File: config.mk
export PLATFORM = sky130hd
export DESIGN_NAME = two_wire_display_frame_writer_core_flat
export DESIGN_NICKNAME = d
export VERILOG_FILES = /design/src/hw/rtl/twd_pkg.sv /design/src/hw/rtl/twd_intf.sv /design/src/hw/rtl/two_wire_display_frame_writer_core.sv /design/src/hw/rtl/twd_step.sv /design/src/flat_wrapper.sv
export SDC_FILE = /design/constraint.sdc
export NUM_CORES = 1
export LEC_CHECK = 0
export BUFFER_PORTS_ARGS = -buffer_cell sky130_fd_sc_hd__clkbuf_2
export CORE_MARGIN = 5
export CORE_UTILIZATION = 54
export DETAILED_ROUTE_END_ITERATION = 7
export PLACE_DENSITY = 0.73
export REMOVE_ABC_BUFFERS = 1
export SYNTH_ARGS = -nofsm -noshare
export SYNTH_HDL_FRONTEND = slang
export SYNTH_HIERARCHICAL = 1
export SYNTH_SLANG_ARGS = --single-unit
File: constraint.sdc
create_clock -name clk_i -period 7.9 [get_ports clk_i]
set_clock_uncertainty 0.05 [all_clocks]
set_input_delay 1.975 -clock clk_i [delete_from_list [all_inputs] [get_ports clk_i]]
set_output_delay 1.975 -clock clk_i [all_outputs]
set_load 0.05 [all_outputs]
File: src/hw/rtl/twd_pkg.sv
// ----------------------------------------------------------------------------
// twd_pkg
// shared types and constants for the two-wire display frame writer
// ----------------------------------------------------------------------------
package twd_pkg;

  localparam int unsigned ByteW = 8;
  localparam int unsigned BitCntW = 3;
  localparam int unsigned CfgIdxW = 1;

  localparam logic [ByteW-1:0] DelayTicksRst = 8'd1;
  localparam logic [ByteW-1:0] PollLimitRst = 8'd200;
  localparam logic [BitCntW-1:0] LastBit = 3'd7;

  // configuration register indexes
  typedef enum logic [CfgIdxW-1:0] {
    CFG_DELAY_TICKS = 1'b0,
    CFG_POLL_LIMIT  = 1'b1
  } cfg_idx_e;

  typedef enum logic [3:0] {
    PH_IDLE   = 4'd0,
    PH_START1 = 4'd1,
    PH_START2 = 4'd2,
    PH_BPRE   = 4'd3,
    PH_BSET   = 4'd4,
    PH_BHIGH  = 4'd5,
    PH_BLOW   = 4'd6,
    PH_AREL   = 4'd7,
    PH_ACLK   = 4'd8,
    PH_APOLL  = 4'd9,
    PH_ALOW   = 4'd10,
    PH_ADRV   = 4'd11,
    PH_STOP   = 4'd12
  } phase_e;

  typedef struct packed {
    logic scl;
    logic sda;
    logic drv;
  } lines_t;

  typedef struct packed {
    phase_e             phase;
    logic [BitCntW-1:0] bit_count;
    logic               byte_index;
    logic [ByteW-1:0]   shift_reg;
    logic [ByteW-1:0]   held_second;
    logic [ByteW-1:0]   delay_count;
    logic [ByteW-1:0]   poll_count;
    lines_t             lines;
    logic               timeout_seen;
  } seq_state_t;

  // one tick as captured from the input channel
  typedef struct packed {
    logic             op;
    logic [ByteW-1:0] first_byte;
    logic [ByteW-1:0] second_byte;
    logic             sda_in;
  } tick_t;

  typedef struct packed {
    logic scl;
    logic sda_out;
    logic sda_drive;
    logic busy_res;
    logic frame_done;
    logic ack_timeout;
  } result_t;

endpackage

File: src/hw/rtl/twd_intf.sv
// ----------------------------------------------------------------------------
// twd channel interfaces
// valid/ready channels for ticks, results and register writes
// ----------------------------------------------------------------------------
interface twd_tick_if;
  import twd_pkg::*;
  logic             valid;
  logic             ready;
  logic             op;
  logic [ByteW-1:0] first_byte;
  logic [ByteW-1:0] second_byte;
  logic             sda_in;
  modport source (output valid, op, first_byte, second_byte, sda_in, input ready);
  modport sink (input valid, op, first_byte, second_byte, sda_in, output ready);
endinterface

interface twd_res_if;
  logic valid;
  logic ready;
  logic scl;
  logic sda_out;
  logic sda_drive;
  logic busy_res;
  logic frame_done;
  logic ack_timeout;
  modport source (output valid, scl, sda_out, sda_drive, busy_res, frame_done, ack_timeout,
                  input ready);
  modport sink (input valid, scl, sda_out, sda_drive, busy_res, frame_done, ack_timeout,
                output ready);
endinterface

interface twd_cfg_if;
  import twd_pkg::*;
  logic               valid;
  logic               ready;
  logic [CfgIdxW-1:0] index;
  logic [ByteW-1:0]   data;
  modport source (output valid, index, data, input ready);
  modport sink (input valid, index, data, output ready);
endinterface

File: src/hw/rtl/two_wire_display_frame_writer_core.sv
// ----------------------------------------------------------------------------
// two_wire_display_frame_writer_core
// tick-driven two-byte write master for a two-wire led-driver bus
// ----------------------------------------------------------------------------
// usage:
//   in_i   : one request per bus tick (op, first_byte, second_byte, sda_in);
//            op high while idle latches both bytes and starts a frame
//   res_o  : one result per tick with the line levels after that tick,
//            busy, the frame-done pulse and the sticky acknowledge timeout
//   cfg_i  : register writes (delay_ticks, ack_poll_limit), always ready;
//            write only while no tick is in flight
// latency: result valid one cycle after the accepting edge of its tick (input
//   register, then sequencer logic into the result register)
// throughput: one tick per cycle; both stages advance together whenever the
//   result register is empty or being drained
// stall: when res_o.ready is low the result and the captured tick hold and
//   in_i.ready drops once both stages are full; no tick is lost
// reset: sequencer idle, lines high and driven, timeout cleared, delay unit 1
//   tick, poll limit 200, both stages empty
// ----------------------------------------------------------------------------
module two_wire_display_frame_writer_core
  import twd_pkg::*;
(
  input  logic     clk_i,
  input  logic     rst_ni,
  twd_tick_if.sink in_i,
  twd_res_if.source res_o,
  twd_cfg_if.sink  cfg_i
);

  // configuration registers
  logic [ByteW-1:0] delay_ticks_q;
  logic [ByteW-1:0] poll_limit_q;

  // captured tick
  logic  tick_vld_q;
  tick_t tick_q;

  // sequencer state and result register
  seq_state_t seq_q;
  seq_state_t seq_d;
  result_t    res_d;
  result_t    res_q;
  logic       res_vld_q;

  logic res_free;
  logic tick_go;
  logic in_req;

  // result register drains or is empty: the captured tick may move on
  assign res_free = !res_vld_q || res_o.ready;
  assign tick_go  = tick_vld_q && res_free;
  assign in_i.ready = !tick_vld_q || tick_go;
  assign in_req   = in_i.valid && in_i.ready;

  assign cfg_i.ready = 1'b1;

  always_ff @(posedge clk_i or negedge rst_ni) begin
    if (!rst_ni) begin
      delay_ticks_q <= DelayTicksRst;
      poll_limit_q  <= PollLimitRst;
    end else if (cfg_i.valid) begin
      unique case (cfg_idx_e'(cfg_i.index))
        CFG_DELAY_TICKS: delay_ticks_q <= cfg_i.data;
        CFG_POLL_LIMIT:  poll_limit_q  <= cfg_i.data;
        default: ;
      endcase
    end
  end

  // input stage
  always_ff @(posedge clk_i or negedge rst_ni) begin
    if (!rst_ni) begin
      tick_vld_q <= 1'b0;
    end else if (in_i.ready) begin
      tick_vld_q <= in_i.valid;
    end
  end

  always_ff @(posedge clk_i) begin
    if (in_req) begin
      tick_q <= '{op:          in_i.op,
                  first_byte:  in_i.first_byte,
                  second_byte: in_i.second_byte,
                  sda_in:      in_i.sda_in};
    end
  end

  twd_step u_step (
    .cur_i         (seq_q),
    .tick_i        (tick_q),
    .delay_ticks_i (delay_ticks_q),
    .poll_limit_i  (poll_limit_q),
    .nxt_o         (seq_d),
    .res_o         (res_d)
  );

  // sequencer state advances once per tick that reaches the result register
  always_ff @(posedge clk_i or negedge rst_ni) begin
    if (!rst_ni) begin
      seq_q <= '{phase:        PH_IDLE,
                 bit_count:    '0,
                 byte_index:   1'b0,
                 shift_reg:    '0,
                 held_second:  '0,
                 delay_count:  '0,
                 poll_count:   '0,
                 lines:        '{scl: 1'b1, sda: 1'b1, drv: 1'b1},
                 timeout_seen: 1'b0};
    end else if (tick_go) begin
      seq_q <= seq_d;
    end
  end

  // result stage
  always_ff @(posedge clk_i or negedge rst_ni) begin
    if (!rst_ni) begin
      res_vld_q <= 1'b0;
    end else if (res_free) begin
      res_vld_q <= tick_vld_q;
    end
  end

  always_ff @(posedge clk_i) begin
    if (tick_go) begin
      res_q <= res_d;
    end
  end

  assign res_o.valid       = res_vld_q;
  assign res_o.scl         = res_q.scl;
  assign res_o.sda_out     = res_q.sda_out;
  assign res_o.sda_drive   = res_q.sda_drive;
  assign res_o.busy_res    = res_q.busy_res;
  assign res_o.frame_done  = res_q.frame_done;
  assign res_o.ack_timeout = res_q.ack_timeout;

endmodule

File: src/hw/rtl/twd_step.sv
// ----------------------------------------------------------------------------
// twd_step
// next-state and line levels of the bus sequencer for one tick
// ----------------------------------------------------------------------------
module twd_step
  import twd_pkg::*;
(
  input  seq_state_t       cur_i,
  input  tick_t            tick_i,
  input  logic [ByteW-1:0] delay_ticks_i,
  input  logic [ByteW-1:0] poll_limit_i,
  output seq_state_t       nxt_o,
  output result_t          res_o
);

  logic [ByteW-1:0] unit;
  logic [ByteW-1:0] limit;
  logic [ByteW-1:0] dc_inc;
  logic [ByteW-1:0] poll_inc;
  logic [ByteW-1:0] shifted;
  logic             done;

  assign unit     = (delay_ticks_i == '0) ? ByteW'(1) : delay_ticks_i;
  assign limit    = (poll_limit_i == '0) ? ByteW'(1) : poll_limit_i;
  assign dc_inc   = cur_i.delay_count + ByteW'(1);
  assign poll_inc = cur_i.poll_count + ByteW'(1);
  assign shifted  = {cur_i.shift_reg[ByteW-2:0], 1'b0};

  always_comb begin
    nxt_o = cur_i;
    done  = 1'b0;
    unique case (cur_i.phase)
      PH_IDLE: begin
        if (tick_i.op) begin
          nxt_o.shift_reg    = tick_i.first_byte;
          nxt_o.held_second  = tick_i.second_byte;
          nxt_o.bit_count    = '0;
          nxt_o.byte_index   = 1'b0;
          nxt_o.poll_count   = '0;
          nxt_o.timeout_seen = 1'b0;
          nxt_o.phase        = PH_START1;
          nxt_o.lines        = '{scl: 1'b1, sda: 1'b1, drv: 1'b1};
          nxt_o.delay_count  = '0;
        end
      end
      PH_APOLL: begin
        if (!tick_i.sda_in) begin
          nxt_o.phase       = PH_ALOW;
          nxt_o.lines       = '{scl: 1'b0, sda: 1'b1, drv: 1'b0};
          nxt_o.delay_count = '0;
        end else begin
          nxt_o.poll_count = poll_inc;
          if (poll_inc >= limit) begin
            nxt_o.timeout_seen = 1'b1;
            nxt_o.phase        = PH_ALOW;
            nxt_o.lines        = '{scl: 1'b0, sda: 1'b1, drv: 1'b0};
            nxt_o.delay_count  = '0;
          end
        end
      end
      default: begin
        // timed phases: move on once the delay unit has run out
        nxt_o.delay_count = dc_inc;
        if (dc_inc >= unit) begin
          nxt_o.delay_count = '0;
          unique case (cur_i.phase)
            PH_START1: begin
              nxt_o.phase = PH_START2;
              nxt_o.lines = '{scl: 1'b1, sda: 1'b0, drv: 1'b1};
            end
            PH_START2: begin
              nxt_o.phase = PH_BPRE;
              nxt_o.lines = '{scl: 1'b0, sda: cur_i.lines.sda, drv: 1'b1};
            end
            PH_BPRE: begin
              nxt_o.phase = PH_BSET;
              nxt_o.lines = '{scl: 1'b0, sda: cur_i.shift_reg[ByteW-1], drv: 1'b1};
            end
            PH_BSET: begin
              nxt_o.phase = PH_BHIGH;
              nxt_o.lines = '{scl: 1'b1, sda: cur_i.lines.sda, drv: 1'b1};
            end
            PH_BHIGH: begin
              nxt_o.phase = PH_BLOW;
              nxt_o.lines = '{scl: 1'b0, sda: cur_i.lines.sda, drv: 1'b1};
            end
            PH_BLOW: begin
              nxt_o.shift_reg = shifted;
              if (cur_i.bit_count == LastBit) begin
                nxt_o.bit_count = '0;
                nxt_o.phase     = PH_AREL;
                nxt_o.lines     = '{scl: 1'b0, sda: 1'b1, drv: 1'b1};
              end else begin
                nxt_o.bit_count = cur_i.bit_count + BitCntW'(1);
                nxt_o.phase     = PH_BSET;
                nxt_o.lines     = '{scl: 1'b0, sda: shifted[ByteW-1], drv: 1'b1};
              end
            end
            PH_AREL: begin
              nxt_o.phase = PH_ACLK;
              nxt_o.lines = '{scl: 1'b1, sda: 1'b1, drv: 1'b0};
            end
            PH_ACLK: begin
              nxt_o.phase      = PH_APOLL;
              nxt_o.lines      = '{scl: 1'b1, sda: 1'b1, drv: 1'b0};
              nxt_o.poll_count = '0;
            end
            PH_ALOW: begin
              nxt_o.phase = PH_ADRV;
              nxt_o.lines = '{scl: 1'b0, sda: 1'b1, drv: 1'b1};
            end
            PH_ADRV: begin
              if (!cur_i.byte_index) begin
                nxt_o.byte_index = 1'b1;
                nxt_o.shift_reg  = cur_i.held_second;
                nxt_o.bit_count  = '0;
                nxt_o.phase      = PH_BPRE;
                nxt_o.lines      = '{scl: 1'b0, sda: 1'b1, drv: 1'b1};
              end else begin
                nxt_o.phase = PH_STOP;
                nxt_o.lines = '{scl: 1'b1, sda: 1'b0, drv: 1'b1};
              end
            end
            PH_STOP: begin
              nxt_o.phase      = PH_IDLE;
              nxt_o.lines      = '{scl: 1'b1, sda: 1'b1, drv: 1'b1};
              nxt_o.byte_index = 1'b0;
              done             = 1'b1;
            end
            default: begin
              nxt_o.phase = PH_IDLE;
              nxt_o.lines = '{scl: 1'b1, sda: 1'b1, drv: 1'b1};
            end
          endcase
        end
      end
    endcase
  end

  assign res_o = '{scl:         nxt_o.lines.scl,
                   sda_out:     nxt_o.lines.sda,
                   sda_drive:   nxt_o.lines.drv,
                   busy_res:    (nxt_o.phase != PH_IDLE),
                   frame_done:  done,
                   ack_timeout: nxt_o.timeout_seen};

endmodule
File: src/flat_wrapper.sv
// flat-port wrapper written by rule: the top's interface ports become plain ports
module two_wire_display_frame_writer_core_flat import twd_pkg::*;
  (clk_i, rst_ni, in_i_valid, in_i_op, in_i_first_byte, in_i_second_byte, in_i_sda_in, in_i_ready, res_o_valid, res_o_scl, res_o_sda_out, res_o_sda_drive, res_o_busy_res, res_o_frame_done, res_o_ack_timeout, res_o_ready, cfg_i_valid, cfg_i_index, cfg_i_data, cfg_i_ready);
  twd_tick_if in_i_i ();
  twd_res_if res_o_i ();
  twd_cfg_if cfg_i_i ();
  input  logic clk_i;
  input  logic rst_ni;
  input wire logic [$bits(in_i_i.valid)-1:0] in_i_valid;
  input wire logic [$bits(in_i_i.op)-1:0] in_i_op;
  input wire logic [$bits(in_i_i.first_byte)-1:0] in_i_first_byte;
  input wire logic [$bits(in_i_i.second_byte)-1:0] in_i_second_byte;
  input wire logic [$bits(in_i_i.sda_in)-1:0] in_i_sda_in;
  output wire logic [$bits(in_i_i.ready)-1:0] in_i_ready;
  output wire logic [$bits(res_o_i.valid)-1:0] res_o_valid;
  output wire logic [$bits(res_o_i.scl)-1:0] res_o_scl;
  output wire logic [$bits(res_o_i.sda_out)-1:0] res_o_sda_out;
  output wire logic [$bits(res_o_i.sda_drive)-1:0] res_o_sda_drive;
  output wire logic [$bits(res_o_i.busy_res)-1:0] res_o_busy_res;
  output wire logic [$bits(res_o_i.frame_done)-1:0] res_o_frame_done;
  output wire logic [$bits(res_o_i.ack_timeout)-1:0] res_o_ack_timeout;
  input wire logic [$bits(res_o_i.ready)-1:0] res_o_ready;
  input wire logic [$bits(cfg_i_i.valid)-1:0] cfg_i_valid;
  input wire logic [$bits(cfg_i_i.index)-1:0] cfg_i_index;
  input wire logic [$bits(cfg_i_i.data)-1:0] cfg_i_data;
  output wire logic [$bits(cfg_i_i.ready)-1:0] cfg_i_ready;
  assign in_i_i.valid = in_i_valid;
  assign in_i_i.op = in_i_op;
  assign in_i_i.first_byte = in_i_first_byte;
  assign in_i_i.second_byte = in_i_second_byte;
  assign in_i_i.sda_in = in_i_sda_in;
  assign in_i_ready = in_i_i.ready;
  assign res_o_valid = res_o_i.valid;
  assign res_o_scl = res_o_i.scl;
  assign res_o_sda_out = res_o_i.sda_out;
  assign res_o_sda_drive = res_o_i.sda_drive;
  assign res_o_busy_res = res_o_i.busy_res;
  assign res_o_frame_done = res_o_i.frame_done;
  assign res_o_ack_timeout = res_o_i.ack_timeout;
  assign res_o_i.ready = res_o_ready;
  assign cfg_i_i.valid = cfg_i_valid;
  assign cfg_i_i.index = cfg_i_index;
  assign cfg_i_i.data = cfg_i_data;
  assign cfg_i_ready = cfg_i_i.ready;
  two_wire_display_frame_writer_core u_core (.clk_i(clk_i), .rst_ni(rst_ni), .in_i(in_i_i), .res_o(res_o_i), .cfg_i(cfg_i_i));
endmodule
After elaboration in Yosys (flattened, before gate mapping):

Cells that the tools add are included.

* flip-flop bits (word level): 86
* bits of input ports: 32
* logic and storage cells: 104

* multiplexer cells: 29
* $add $sub $neg: 3
* $lt $le $gt $ge: 2
* bitwise operators: 3
* reduce and logical (&&, ||, !) cells: 25
* eq/ne operators: 17

Operators with widths (count)
* $mux 8: 6
* $mux 44: 1
* $pmux 4 s10: 1
* $pmux 19 s2: 1
* $pmux 12 s2: 1
* $pmux 3 s8: 1
* $eq 4x4->1 const B: 5
* $mux 19: 1
* $add 8x1->8 const B: 2
* $eq 4x3->1 const B: 4
* $ge 8x8->1: 2
* $logic_not 8->1: 2
* $mux 16: 1
* $mux 4: 4
* $pmux 8 s2: 1
* $mux 12: 1
* $reduce_bool 3->1: 4
* $reduce_and 5->1: 2
* $eq 4x2->1 const B: 2
* $pmux 4 s2: 1
* $mux 3: 2
* $ne 3x3->1 const B: 2
* $pmux 3 s2: 1
* $reduce_and 3->1: 2
* 19 further kinds: 29

Longest topological paths before layout:

* depth after elaboration: 7
* depth in mapped cells: 13
* depth with buffers taken out: 12

Cells and area by module:

The synthesis kept the hierarchy.

Modules (own cells, without submodules)
* two_wire_display_frame_writer_core: times used 1, area each 3229.3 um2, seq. area each 2280.9 um2, cells each 162
* twd_step: times used 1, area each 1838.0 um2, seq. area each 0.0 um2, cells each 298

Worst setup path before layout:

Ideal clock, no wire load.

* path type: input port to output port
* start: in res_o_ready
* end: out in_i_ready
* data required time: 5875 ps
* arrival time: 2458 ps
* stages on the path: 1
* setup slack: 3417 ps
* cell sequence: nand3b_1

* word-level cells in the longest chain between the ends: 3

Ends and longest elaborated chain
* start: declaration: line flat_wrapper.sv:22 `input wire logic [$bits(res_o_i.ready)-1:0] res_o_ready;`
* $logic_or 1x1->1: line two_wire_display_frame_writer_core.sv:51 `assign res_free = !res_vld_q || res_o.ready;`
* $logic_and 1x1->1: line two_wire_display_frame_writer_core.sv:52 `assign tick_go = tick_vld_q && res_free;`
* $logic_or 1x1->1: line two_wire_display_frame_writer_core.sv:53 `assign in_i.ready = !tick_vld_q || tick_go;`
* end: declaration: line flat_wrapper.sv:14 `output wire logic [$bits(in_i_i.ready)-1:0] in_i_ready;`

Every way passes these cells.

Worst setup path in the final report:

Ends and elaborated chain as after synthesis.

==> results.txt <==
The initial core utilization came out at 0.551. Counting cells, the worst reg-to-reg path comes to 11. The number of enable flip-flop cells after synthesis came out at 24.

The die boundary width came out at 107 um. The fill cell instance count of the final layout came out at 752. The number of hold buffers added after CTS came out at 0. Along the worst path, the maximum fanout reaches 3. The CTS clock-pin slew for the worst setup and hold paths is 0.09 ns.

The number of antenna violations at the first check in global routing came out at 0. The share of layout cells above drive strength 1 is 0.278. The core box area came out at 0.00920 sq mm.

The number of cells on the worst hold path is 1. The number of storage elements in the synthesis netlist came out at 86. The placement row count is 35. The die covers 0.0114 sq mm. The transition at the pin with the smallest max-transition slack came out at 1.18 ns. The switching part of the total power is 0.339.

The worst-skew pair later-pin latency came out at 0.37 ns. The type of element launching the critical path is an input pin. The die is 107 um tall. The count of cells in the finished layout, fillers not included, comes to 601. The critical path data arrival time came out at 2.50 ns. The synthesis-to-finish area growth is 7.73%.

The worst slew slack as a fraction of its limit is 0.214. The worst register-to-register path begins at u_core/seq_q[12]. The total count of hold-check failures in the final report came out at 0.

Setup total negative slack on the finished layout was measured at 0 ns. After legalization and detailed placement, the total HPWL measured 6850 um. Pin placement for this block handled 41 I/O pins. The number of nets still failing antenna checks after routing is 0.

The worst hold slack across all endpoints is 0.471 ns. The congestion estimate from routability-driven global placement came to 0.878. The remaining routing DRC violations came out at 0. In the synthesized netlist the async set-or-reset flop fraction comes to 0.721. The first-pass GRT wire length came out at 17,200 um.

The worst-case vdd ir drop came out at 0.123 mV. The worst setup slack for register-to-register paths is 4.15 ns. The tree is rooted in a sky130_fd_sc_hd__clkbuf_8. The most used flip-flop cell after synthesis is sky130_fd_sc_hd__dfrtp_1. The number of H-tree levels is 3.

The total count of max-transition violations in the final report came out at 0. The count of port buffers added during placement is 39. The violation count after the first detailed-route iteration is 217. The Yosys warning count is 6. Setup repair after global routing left no endpoint under its margin.

In this run the static leakage power is 2.56 nW. The count of vias placed by the detailed router is 3,594. The worst hold path terminates at u_core/poll_limit_q[0].

The part of the power in registers is 0.458. The number of placed instances, taps included came out at 585. The routed via count divided by cell count came out at 5.98.

After detailed routing, the total wire length is 10,100 um. Cell internal power was estimated by the tool at 0.959 mW. The sequential cell area is 0.00228 sq mm. The area of the mapped netlist is 0.00507 sq mm. In the synthesized netlist, the number of instances is 460. The power dissipated by switching net loads came out at 0.491 mW. The setup slack at placement is 3.37 ns. The share of the core filled with cells is 0.594.

The TritonCTS clock tree is built. The number of global-route vias before repair is 3,638. The number of setup violations in the final report came out at 0. The clock passes through at most 2 buffers. In the final layout, the multi-input gates occupy 0.00254 sq mm. The critical path is of the in2out type.

The portion of total power attributed to combinational logic came out at 0.312. The power per cell area came out at 266 mW/mm^2. The part of the total power dissipated in the clock network came out at 0.230. The flow ran to the end, and the final reports show no timing, DRC or antenna violations. Based on the critical path, the design can be clocked at up to 221 MHz. In the global route stage, overall resource usage came out at 0.187. The count of cells resized by post-cts repair came out at 0. The minimum clock period is 4.52 ns. The worst path meets setup with 3.38 ns of slack.

The sequential share of the synthesized area is 0.450. The net count of the finished layout came out at 537. The number of max-capacitance violations reported is 0. Buffers inserted during clock tree synthesis total 9. The number of clock sinks seen by CTS is 86.

The number of antenna diodes in the final layout is 0. The kind of end point of the critical path is an output port. In this run, distinct cell masters in the synthesized netlist total 62. The startpoint identified for the worst hold timing path is u_core/poll_limit_q[0].

The overall overflow remaining after global route is 0. The post-synthesis area per instance is 11.0 sq um. The post-CTS setup-driven buffer insertion count came out at 0. The worst hold path belongs to the class reg2reg. The largest net degree at the start of global routing is 63. The required time reported for the critical path endpoint came out at 5.88 ns. The first detailed-routing pass took 5 iterations. Of the available clock period, the critical path in the final layout requires 0.572. In this run the critical register-to-register path is captured at u_core/seq_q[4].

The average wire length per cell after detail routing came out at 16.9 um.
==> critical path, cell delays in order <==
cell	delay [ns]
sky130_fd_sc_hd__clkbuf_2	0.08
sky130_fd_sc_hd__nand3b_1	0.18
sky130_fd_sc_hd__clkbuf_2	0.26
==> metrics by stage <==
stage	power [mW]	instance area, sq um
2_1_floorplan	1.01	4910
3_3_place_gp	1.09	5250
3_5_place_dp	1.12	5250
4_1_cts	1.46	5460
5_1_grt	1.54	5460
6_report	1.45	5460
==> layer usage <==
metal | wire, um | GRT usage
met1 | 4650 | 0.249
met2 | 4750 | 0.302
met3 | 534 | 0.0391
met4 | 201 | 0.0694
met5 | 0 | 0
==> cells in the mapped netlist (8+ instances only) <==
| library cell | n | area (sq um) |
|---|---|---|
| sky130_fd_sc_hd__mux2_4 | 39 | 586 |
| sky130_fd_sc_hd__nor2_1 | 28 | 105 |
| sky130_fd_sc_hd__edfxtp_1 | 24 | 721 |
| sky130_fd_sc_hd__nand2b_1 | 8 | 50.1 |
| sky130_fd_sc_hd__a22oi_1 | 13 | 97.6 |
| sky130_fd_sc_hd__nand2_1 | 59 | 221 |
| sky130_fd_sc_hd__o21ai_0 | 10 | 50.1 |
| sky130_fd_sc_hd__dfrtp_1 | 55 | 1380 |
| sky130_fd_sc_hd__a21oi_1 | 13 | 65.1 |
| sky130_fd_sc_hd__inv_1 | 24 | 90.1 |
| sky130_fd_sc_hd__ha_1 | 20 | 250 |
| sky130_fd_sc_hd__mux2_2 | 23 | 259 |
==> cell type report <==
cell class	instances	area share
inverters	24	0.0165
flip-flops and latches	86	0.418
clock inverters	7	0.0158
clock buffers	9	0.0227
well taps	111	0.0254
repair buffers	40	0.0371
multi-input cells	324	0.465
==> flip-flops by register name, summed over array words and instances, names as in the netlist <==
register                  count
u_core/delay_ticks_q          8
u_core/poll_limit_q           8
u_core/res_o.ack_timeout      1
u_core/res_o.busy_res         1
u_core/res_o.frame_done       1
u_core/res_o.scl              1
u_core/res_o.sda_drive        1
u_core/res_o.sda_out          1
u_core/res_o.valid            1
u_core/seq_q                 44
u_core/tick_q                18
u_core/tick_vld_q             1
==> how the worst max path moves through the flow <==
stage                startpoint    endpoint  slack, ns
finish              res_o_ready  in_i_ready       3.38
global route        res_o_ready  in_i_ready       3.35
CTS                 res_o_ready  in_i_ready       3.37
detailed placement  res_o_ready  in_i_ready       3.37
global placement    res_o_ready  in_i_ready       3.39
floorplan           res_o_ready  in_i_ready       3.42
==> cells in the final DEF, fill, tap and decap left out, types with 3 or more instances in the layout <==
cell	instances
sky130_fd_sc_hd__nor3_1	6
sky130_fd_sc_hd__a21oi_1	13
sky130_fd_sc_hd__o31ai_1	4
sky130_fd_sc_hd__nand3_1	7
sky130_fd_sc_hd__ha_1	20
sky130_fd_sc_hd__o21ai_1	4
sky130_fd_sc_hd__xor2_1	6
sky130_fd_sc_hd__clkbuf_8	9
sky130_fd_sc_hd__a31oi_1	3
sky130_fd_sc_hd__inv_1	24
sky130_fd_sc_hd__nand2b_1	8
sky130_fd_sc_hd__o21ai_0	10
sky130_fd_sc_hd__a221o_1	7
sky130_fd_sc_hd__dfstp_2	7
sky130_fd_sc_hd__and2_1	5
sky130_fd_sc_hd__clkbuf_2	39
sky130_fd_sc_hd__edfxtp_1	24
sky130_fd_sc_hd__a21o_1	6
sky130_fd_sc_hd__dfrtp_1	55
sky130_fd_sc_hd__nor2_1	28
sky130_fd_sc_hd__xnor2_1	4
sky130_fd_sc_hd__o22ai_1	3
sky130_fd_sc_hd__a32o_1	6
sky130_fd_sc_hd__a22oi_1	13
sky130_fd_sc_hd__and3_1	4
sky130_fd_sc_hd__nand2_1	59
sky130_fd_sc_hd__mux2_4	39
sky130_fd_sc_hd__mux2_2	23
sky130_fd_sc_hd__nor4_1	5
sky130_fd_sc_hd__a22o_1	3
==> cell families after synthesis <==
family	after synthesis	share of synthesized area
and+or+nand+nor	137	0.130
AOI/OAI and AO/OA	93	0.134
DFF	86	0.450
muxes	63	0.169
buffers and inverters	50	0.0494
adders and majority gates	20	0.0494
xor gates and xnor gates	10	0.0173
other	1	0.000740
==> power groups by stage <==
stage                     combinational (mW)  clock, mW  sequential, mW
after global routing                   0.503      0.362           0.679
final                                  0.453      0.333           0.664
after detailed placement               0.453          0           0.670
after global placement                 0.431          0           0.664
after floorplan                        0.353          0           0.658
after CTS                              0.455      0.341           0.662
Power figures use the tool's default switching activity.
